--- config.mk ---
export PLATFORM = sky130hd
export DESIGN_NAME = nearest_palette_color_top
export DESIGN_NICKNAME = d
export VERILOG_FILES = /design/src/npc_pkg.sv /design/src/nearest_palette_color_top.sv /design/src/npc_mem.sv /design/src/npc_dist.sv
export SDC_FILE = /design/constraint.sdc
export NUM_CORES = 2
export LEC_CHECK = 0
export BUFFER_PORTS_ARGS = -buffer_cell sky130_fd_sc_hd__buf_2
export CAP_MARGIN = 20
export CORE_MARGIN = 3
export CORE_UTILIZATION = 60
export DETAILED_ROUTE_END_ITERATION = 10
export GPL_TIMING_DRIVEN = 0
export MAX_ROUTING_LAYER = met4
export PLACE_DENSITY = 0.79
export SYNTH_ARGS = -nofsm -noshare
export SYNTH_HDL_FRONTEND = slang
export SYNTH_HIERARCHICAL = 1
export SYNTH_MEMORY_MAX_BITS = 65536
export SYNTH_SLANG_ARGS = --single-unit
--- constraint.sdc ---
create_clock -name clk -period 11.7 [get_ports clk]
set_input_delay 0.585 -clock clk [delete_from_list [all_inputs] [get_ports clk]]
set_output_delay 0.585 -clock clk [all_outputs]
set_load 0.03 [all_outputs]
--- src/npc_pkg.sv ---
package npc_pkg;

  localparam int PAL_ENTRIES = 256;
  localparam int IDX_W       = $clog2(PAL_ENTRIES);
  localparam int CNT_W       = IDX_W + 1;
  localparam int CHAN_W      = 6;
  localparam int ENTRY_W     = 3 * CHAN_W;
  localparam int DIST_W      = 8;

  localparam logic REQ_WRITE = 1'b0;
  localparam logic REQ_QUERY = 1'b1;

  typedef struct packed {
    logic       req_type;
    logic [7:0] entry_index;
    logic [7:0] red;
    logic [7:0] green;
    logic [7:0] blue;
  } in_word_t;

  typedef struct packed {
    logic       palette_ready;
    logic [7:0] best_index;
    logic [7:0] best_distance;
  } out_word_t;

  // Tag that travels alongside a palette read.
  typedef struct packed {
    logic             vld;
    logic             first;
    logic [IDX_W-1:0] idx;
  } scan_t;

endpackage

--- src/nearest_palette_color_top.sv ---
// A query walks ST_SCAN over every palette entry, then ST_DRAIN and ST_FINISH, before its
// result strobe; a query before any palette write skips the scan and goes to ST_FINISH.
// No new request is taken while busy, as the single palette read port scans
// one entry a cycle; a palette write gives no result.
// Reset: rst_n low clears control state; a clearing pass then zeroes the palette,
// one entry a cycle, with busy high. The receiver cannot stall.
module nearest_palette_color_top
  import npc_pkg::*;
(
  input  logic      clk,
  input  logic      rst_n,
  input  logic      start,
  output logic      busy,
  input  in_word_t  in_word,
  output logic      out_strobe,
  output out_word_t out_word
);

  typedef enum logic [2:0] {
    ST_CLEAR,
    ST_IDLE,
    ST_SCAN,
    ST_DRAIN,
    ST_FINISH
  } state_t;

  localparam logic [CNT_W-1:0] LAST_ADDR = CNT_W'(PAL_ENTRIES - 1);

  state_t             state_r, state_nxt;
  logic [CNT_W-1:0]   addr_r, addr_nxt;
  logic               loaded_r, loaded_nxt;
  logic               ready_r, ready_nxt;
  logic [ENTRY_W-1:0] colour_r, colour_nxt;
  scan_t              scan_r, scan_nxt;
  logic               out_strobe_r, out_strobe_nxt;
  out_word_t          out_word_r, out_word_nxt;

  logic               accept;
  logic               wr_en;
  logic [IDX_W-1:0]   wr_addr;
  logic [ENTRY_W-1:0] wr_data;
  logic               rd_en;
  logic [ENTRY_W-1:0] rd_data;
  logic [IDX_W-1:0]   best_idx;
  logic [DIST_W-1:0]  best_dist;
  logic               idx_in_range;

  assign busy         = (state_r != ST_IDLE);
  assign accept       = start && !busy;
  assign idx_in_range = ({1'b0, in_word.entry_index} < 9'(PAL_ENTRIES));

  // Palette store: one write port shared by the clearing pass and palette writes,
  // one read port owned by the scan.
  npc_mem u_mem (
    .clk     (clk),
    .wr_en   (wr_en),
    .wr_addr (wr_addr),
    .wr_data (wr_data),
    .rd_en   (rd_en),
    .rd_addr (addr_r[IDX_W-1:0]),
    .rd_data (rd_data)
  );

  // Distance and running minimum, fed one entry a cycle, each in the cycle after its read.
  npc_dist u_dist (
    .clk       (clk),
    .scan      (scan_r),
    .entry     (rd_data),
    .colour    (colour_r),
    .best_idx  (best_idx),
    .best_dist (best_dist)
  );

  always_comb begin
    state_nxt      = state_r;
    addr_nxt       = addr_r;
    loaded_nxt     = loaded_r;
    ready_nxt      = ready_r;
    colour_nxt     = colour_r;
    scan_nxt       = '0;
    out_strobe_nxt = 1'b0;
    out_word_nxt   = out_word_r;
    wr_en          = 1'b0;
    wr_addr        = in_word.entry_index[IDX_W-1:0];
    wr_data        = {in_word.red[CHAN_W-1:0], in_word.green[CHAN_W-1:0],
                      in_word.blue[CHAN_W-1:0]};
    rd_en          = 1'b0;

    case (state_r)
      ST_CLEAR: begin
        // After reset, zero the palette one entry a cycle.
        wr_en   = 1'b1;
        wr_addr = addr_r[IDX_W-1:0];
        wr_data = '0;
        if (addr_r == LAST_ADDR) begin
          addr_nxt  = '0;
          state_nxt = ST_IDLE;
        end else begin
          addr_nxt = addr_r + 1'b1;
        end
      end
      ST_IDLE: begin
        if (accept) begin
          if (in_word.req_type == REQ_WRITE) begin
            // Drop writes beyond the palette entirely.
            if (idx_in_range) begin
              wr_en      = 1'b1;
              loaded_nxt = 1'b1;
            end
          end else begin
            colour_nxt = {in_word.red[7:2], in_word.green[7:2], in_word.blue[7:2]};
            addr_nxt   = '0;
            ready_nxt  = loaded_r;
            state_nxt  = loaded_r ? ST_SCAN : ST_FINISH;
          end
        end
      end
      ST_SCAN: begin
        // Issue one read a cycle; tag it so the distance unit knows the index.
        rd_en        = 1'b1;
        scan_nxt.vld   = 1'b1;
        scan_nxt.first = (addr_r == '0);
        scan_nxt.idx   = addr_r[IDX_W-1:0];
        if (addr_r == LAST_ADDR) begin
          addr_nxt  = '0;
          state_nxt = ST_DRAIN;
        end else begin
          addr_nxt = addr_r + 1'b1;
        end
      end
      ST_DRAIN: begin
        // Last entry is being compared this cycle.
        state_nxt = ST_FINISH;
      end
      ST_FINISH: begin
        out_strobe_nxt = 1'b1;
        if (ready_r) begin
          out_word_nxt.palette_ready = 1'b1;
          out_word_nxt.best_index    = 8'(best_idx);
          out_word_nxt.best_distance = best_dist;
        end else begin
          out_word_nxt = '0;
        end
        state_nxt = ST_IDLE;
      end
      default: begin
        state_nxt = ST_IDLE;
      end
    endcase
  end

  always_ff @(posedge clk) begin
    if (!rst_n) begin
      state_r      <= ST_CLEAR;
      addr_r       <= '0;
      loaded_r     <= 1'b0;
      ready_r      <= 1'b0;
      scan_r       <= '0;
      out_strobe_r <= 1'b0;
    end else begin
      state_r      <= state_nxt;
      addr_r       <= addr_nxt;
      loaded_r     <= loaded_nxt;
      ready_r      <= ready_nxt;
      scan_r       <= scan_nxt;
      out_strobe_r <= out_strobe_nxt;
    end
  end

  // Hold payload without reset.
  always_ff @(posedge clk) begin
    colour_r   <= colour_nxt;
    out_word_r <= out_word_nxt;
  end

  assign out_strobe = out_strobe_r;
  assign out_word   = out_word_r;

endmodule

--- src/npc_mem.sv ---
module npc_mem
  import npc_pkg::*;
(
  input  logic               clk,
  input  logic               wr_en,
  input  logic [IDX_W-1:0]   wr_addr,
  input  logic [ENTRY_W-1:0] wr_data,
  input  logic               rd_en,
  input  logic [IDX_W-1:0]   rd_addr,
  output logic [ENTRY_W-1:0] rd_data
);

  logic [ENTRY_W-1:0] mem [PAL_ENTRIES];
  logic [ENTRY_W-1:0] rd_data_r;

  always_ff @(posedge clk) begin
    if (wr_en) begin
      mem[wr_addr] <= wr_data;
    end
  end

  always_ff @(posedge clk) begin
    if (rd_en) begin
      rd_data_r <= mem[rd_addr];
    end
  end

  assign rd_data = rd_data_r;

endmodule

--- src/npc_dist.sv ---
module npc_dist
  import npc_pkg::*;
(
  input  logic               clk,
  input  scan_t              scan,
  input  logic [ENTRY_W-1:0] entry,
  input  logic [ENTRY_W-1:0] colour,
  output logic [IDX_W-1:0]   best_idx,
  output logic [DIST_W-1:0]  best_dist
);

  logic [IDX_W-1:0]  best_idx_r;
  logic [DIST_W-1:0] best_dist_r;
  logic [CHAN_W-1:0] ad_r, ad_g, ad_b;
  logic [DIST_W-1:0] gap_sum;

  function automatic logic [CHAN_W-1:0] abs_diff(input logic [CHAN_W-1:0] a,
                                                 input logic [CHAN_W-1:0] b);
    return (a >= b) ? (a - b) : (b - a);
  endfunction

  always_comb begin
    ad_r    = abs_diff(colour[3*CHAN_W-1:2*CHAN_W], entry[3*CHAN_W-1:2*CHAN_W]);
    ad_g    = abs_diff(colour[2*CHAN_W-1:CHAN_W], entry[2*CHAN_W-1:CHAN_W]);
    ad_b    = abs_diff(colour[CHAN_W-1:0], entry[CHAN_W-1:0]);
    gap_sum = DIST_W'(ad_r) + DIST_W'(ad_g) + DIST_W'(ad_b);
  end

  // Strict less-than keeps the lowest index on a tie.
  always_ff @(posedge clk) begin
    if (scan.vld && (scan.first || (gap_sum < best_dist_r))) begin
      best_idx_r  <= scan.idx;
      best_dist_r <= gap_sum;
    end
  end

  assign best_idx  = best_idx_r;
  assign best_dist = best_dist_r;

endmodule
* Word level (Yosys, flattened, before mapping)
Memories as Yosys holds them, arrays and structs flattened. A register that Yosys moved wholly into a read port is not among the register bits.
Cells that the tools add are included.
Widths: inputs -> output; s select.
** Storage, ports and cells
- Register bits after elaboration :: 76
- Memory bits (writable) :: 4608
- Input bits :: 36
- Output and inout port bits :: 19
- Logic and storage cells :: 76
- Memories :: 1
** Memory list
- u_mem.mem :: depth 256, bits a word 18, read ports 1, clocked after Yosys merged registers in 1, wr ports 1, RTL line npc_mem.sv:13 : logic [ENTRY_W-1:0] mem [PAL_ENTRIES];
** Cells by class
- Add/subtract/negate cells :: 9
- $lt $le $gt $ge :: 4
- Equality and inequality tests :: 10
- Multiplexer cells :: 24
- Bitwise gates (word level) :: 1
- Reductions and logical operators :: 13
** Operator list (number)
- $sub 6x6->6 :: 6
- $mux 9 :: 3
- $ge 6x6->1 :: 3
- $mux 18 :: 1
- $mux 6 :: 3
- $pmux 9 s2 :: 1
- $mux 17 :: 1
- $mux 3 :: 5
- $pmux 3 s4 :: 1
- $mux 10 :: 1
- $add 9x1->9 const B :: 1
- $eq 9x8->1 const B :: 1
- $logic_not 9->1 :: 1
- $reduce_and 3->1 :: 3
- $add 8x6->8 :: 1
- $lt 8x8->1 :: 1
- $mux 8 :: 1
- $ne 2x2->1 const B :: 4
- $add 6x6->7 :: 1
- $eq 3x2->1 const B :: 2
- $mux 1 :: 6
- $reduce_and 4->1 :: 1
- $eq 3x1->1 const B :: 1
- $eq 3x3->1 const B :: 1
- other kinds (10) :: 11

* Depth between registers and ports, before layout
- Word-level depth :: 7
- Depth in mapped cells :: 22
- Depth with buffers taken out :: 22

* Hierarchy
Netlist, hierarchy kept.
** Modules (own cells, without submodules)
- npc_mem :: instances 1, cells an instance 8281, area an instance 178402.4 um^2, sequential area each 138913.2 um^2
- nearest_palette_color_top :: instances 1, cells an instance 188, area an instance 2391.0 um^2, sequential area each 1551.5 um^2
- npc_dist :: instances 1, cells an instance 249, area an instance 2366.0 um^2, sequential area each 480.5 um^2

* Worst setup path after synthesis
No wires, ideal clock.
- Path kind :: flip-flop to flip-flop
- Start :: reg state_r[2]
- End :: mem u_mem/mem[0][0] in the netlist's numbering (data pin)
- Library setup time :: 1460 ps
- Arrival :: 7034 ps
- Data required time :: 10240 ps
- Setup slack :: 3205 ps
- Stages on the path, launching flop included :: 4
- Buffers on the path :: 1
- Period minus slack after synthesis :: 8495 ps
- Cells stage by stage :: dfxtp_1 nor3_4 buf_4 nor2b_1
** On the way
- Cells in the longest elaborated chain, start to end :: 2
** RTL lines
- start, declared :: RTL line nearest_palette_color_top.sv:29 : state_t state_r, state_nxt;
- start signal, assigned :: RTL line nearest_palette_color_top.sv:161 : state_r <= state_nxt;
- $logic_not 3->1 :: RTL line nearest_palette_color_top.sv:89 : case (state_r)
- $mux 18 :: RTL line nearest_palette_color_top.sv:89
- named net wr_data[0] :: RTL line nearest_palette_color_top.sv:41 : logic [ENTRY_W-1:0] wr_data;
- end, declared :: RTL line npc_mem.sv:13
The timed path passes the listed nets, and every way through them passes these cells.

==> results by group <==
Floorplanning
  • Starting Density: between 60 and 70%
  • I/O Pins: 55
  • Die Ht: 559 µm
  • CORE AREA: 0.303 mm²
  • Die area: slightly above 0.3 mm²
  • Die W: 559 µm
  • Row count: between 200 and 250

Setup path
  • Kind of critical path: reg2reg
  • Worst Setup End Kind: register
  • Register-to-Register Path Depth: 10
  • R2R Path Start: addr_r[5]
  • Setup crit start kind: register
  • R2r endpoint: u_mem/rd_data[8]
  • Crit path max fanout: 10
  • CP arrival: 7.02 ns
  • Crit path required time: ~12 ns
  • Setup slack, reg-to-reg: 5.38 ns

STA
  • Period utilization: 54.0%
  • Pins over their slew limit: 0
  • Setup_tns: 0 ns
  • Rel. slew slack: between 10% and 20%
  • Tmin final: about 6.3 ns
  • Worst-margin pin slew: 1.26 ns
  • Final hold vios: 0
  • RSZ-0062 raised after global routing: no
  • Final setup viols: 0
  • Fin Clk Skew: 0.0482 ns
  • F_max: 0.158 GHz

Logic synthesis
  • Asr flop ratio synth: 0%
  • Synth Cell Area: 0.183 mm²
  • Post-synthesis sequential area ratio: 77.0%
  • Area contributors post-synth: edfxtp_1, mux4_2, mux2i_1
  • Synth cell types: 71
  • Syn_area_per_cell: 21.0 µm²
  • Post-synthesis register bit count: 4702
  • Syn nets: roughly 9000
  • Yosys top cell by area: edfxtp_1
  • Ys Warns: 6
  • Cells after Synth: 8718
  • Share of the synthesized area in the top cell type: 76.7%
  • Most used DFF post-synth: edfxtp_1
  • Number of synthesized flops with an enable pin: between 4000 and 5000

Power and ir drop
  • NetSw: 9.36 mW
  • Power Internal: 27.9 mW
  • Max VDD drop: 0.000246 V
  • Flop pwr share: 49.4%
  • Switching Fraction: 25.1%
  • Leakage power: 68.3 nW
  • Clk pwr share: around two fifths
  • Power per cell area: 175 mW/mm²
  • Combinational fraction of design power: 12.2%

Layout
  • Leading cell type in the layout, fill and taps excluded: edfxtp_1
  • # fillers: 17100
  • Post-route insts no fill: about 14000
  • Final-stage net count: 9769
  • Most frequent cells in the layout: edfxtp_1, mux4_2, mux2i_1
  • Layout area overhead: 15.9%
  • Fraction of layout cells with a size suffix above 1: 25.6%

Clock network
  • Clock root buffer: clkbuf_16
  • Clk pin slew, worst setup/hold paths: 0.06 ns
  • Number of buffers created by CTS: 449
  • CTS sink count: ~4700
  • Post_cts resized: 0
  • Clock tree buffer depth: 4
  • CTS tree: built
  • H-tree depth: 5
  • Worst-skew pair later-pin latency: 1.02 ns
  • Setup Buffers After CTS: 0
  • # hold bufs at CTS: 20

Global route
  • First-pass GRT wire length: 833000 µm
  • Global route overflow: 0
  • Number of global-route vias before repair: 100000
  • GRT Resource Usage Total: 40.8%
  • Pin count of the biggest net entering global routing: 56
  • Initial antenna violation count: 47

Routing
  • Routed WL per cell: 43.8 µm
  • Final wirelength: 617000 µm
  • Router iterations before antenna repair: 6
  • Detail Route Antenna Nets: 0
  • Initial DRC count: slightly above 20000
  • Via count: 104000
  • DRC Markers: 0
  • Via density per instance: 7.40

Min path
  • Hold EP: u_mem/mem[71][7]
  • WHS Path Cells: 2
  • Hold path startpoint: in_word[9]
  • Worst Hold Class: in2reg

Placement
  • DP Cell Count: 13200
  • I/O Buffers: 54
  • GPL Wtd Cong: 1.03
  • HPWL Detailed: around 420000 µm

Flow run
  • Total of max-cap violations: 0

Run status
  • Status: finished clean
area by class of cell:
| class | count | area (µm²) | share of cell area [%] |
|---|---|---|---|
| Clock buffer | 554 | 11900 | 5.60 |
| Inverter | 67 | 251 | 0.119 |
| Buffer | 507 | 3170 | 1.49 |
| Clock inverter | 288 | 2410 | 1.13 |
| Timing Repair Buffer | 504 | 8730 | 4.12 |
| Tap cell | 3978 | 4980 | 2.35 |
| Sequential cell | 4702 | 141000 | 66.4 |
| Antenna cell | 43 | 108 | 0.0507 |
| Multi-Input combinational cell | 3442 | 39700 | 18.7 |
routing by layer:
layer,GRT usage (%),vias up,part of all wire (%)
met5,-,-,0
met4,27.7,0,8.9
met3,11.8,2159,15
met2,58.7,10100,45
met1,50.6,53200,32
li1,-,38700,-
power by group through the flow:
stage	clock network [mW]	logic, mW	registers, mW
floorplan	0	2.33	18.7
global placement	0	4.04	18.8
detailed placement	0	4.25	18.7
CTS	14.3	4.33	18.4
global route	14.9	4.48	18.4
finish	14.3	4.53	18.4
cells by family after synthesis:
family	after synthesis	share of synthesized area, %
simple gates	754	1.98
flops	4702	77.0
xor+xnor	21	0.100
fa+ha+maj	60	0.463
compound gates	931	3.59
buf+inv	574	1.85
mux	1676	15.1
per-stage QoR:
stage / instance area, µm² / setup WS [ns] / util (%) / total power, mW / hold slack, ns
global placement: 188000 / -6.88 / 62.1 / 22.8 / 0.392
finish: 212000 / 5.38 / 70.0 / 37.2 / 0.0502
floorplan: 183000 / 3.21 / - / 21.1 / 0.386
CTS: 212000 / 5.80 / 69.9 / 37.0 / 0.0109
detailed placement: 198000 / 5.85 / 65.1 / 23.0 / 0.390
global route: 212000 / 5.60 / 70.0 / 37.8 / 0.0507
flip-flops by register name (all words and copies together) (netlist names):
| register | cells |
|---|---|
| u_dist/best_dist | 8 |
| loaded_r | 1 |
| out_strobe | 1 |
| u_mem/mem | 4608 |
| addr_r | 9 |
| u_dist/best_idx | 8 |
| colour_r | 18 |
| u_mem/rd_data | 18 |
| out_word | 17 |
| scan_r | 10 |
| state_r | 3 |
| ready_r | 1 |
how the worst max path moves through the flow:
stage / slack, ns / endpoint / start / depth (start not counted)
floorplan: 3.21 / u_mem/mem[0][0] / state_r[2] / 3
global placement: -6.88 / u_mem/mem[44][5] / state_r[2] / 3
detailed placement: 5.85 / u_mem/rd_data[8] / addr_r[5] / 10
CTS: 5.80 / u_mem/rd_data[8] / addr_r[5] / 10
global route: 5.60 / u_dist/best_dist[0] / colour_r[12] / 22
finish: 5.38 / u_mem/rd_data[8] / addr_r[5] / 10
Yosys cell counts (5+ instances only):
library cell  instances
mux2_2               10
nor2_1              309
buf_2                95
a22o_1               19
dfxtp_1              25
nor4_2               19
buf_12               12
nor2b_1              30
xnor2_1               6
mux4_2              864
nand3b_1              8
o221ai_1            317
nand4_1              32
ha_1                 47
fa_1                 13
buf_4                36
mux2i_1             801
a221oi_1              6
a31oi_1              21
buf_6                86
a22oi_1              52
nor3_1              161
clkbuf_1            231
nor4_1               16
xor2_1               15
o21ai_1               5
edfxtp_1           4677
a21o_1                7
and2_1               30
a21oi_1             216
nand2b_1              5
nand3_1              25
nand2_1              97
o211ai_1             10
buf_8                12
o21ai_0              16
o22ai_1             238
buf_1                35
inv_1                63
critical path: stages, from the launching register on:
cell and delay [ns]:
dfxtp_1 0.51, clkbuf_1 0.71, buf_8 0.25, nand3b_1 0.46, nor2_1 0.41, nand2_1 0.76, clkbuf_1 0.67, a21oi_1 0.08
a21oi_1 0.93, nand4_1 0.47, nor4_2 0.75
Power figures use the tool's default switching activity.
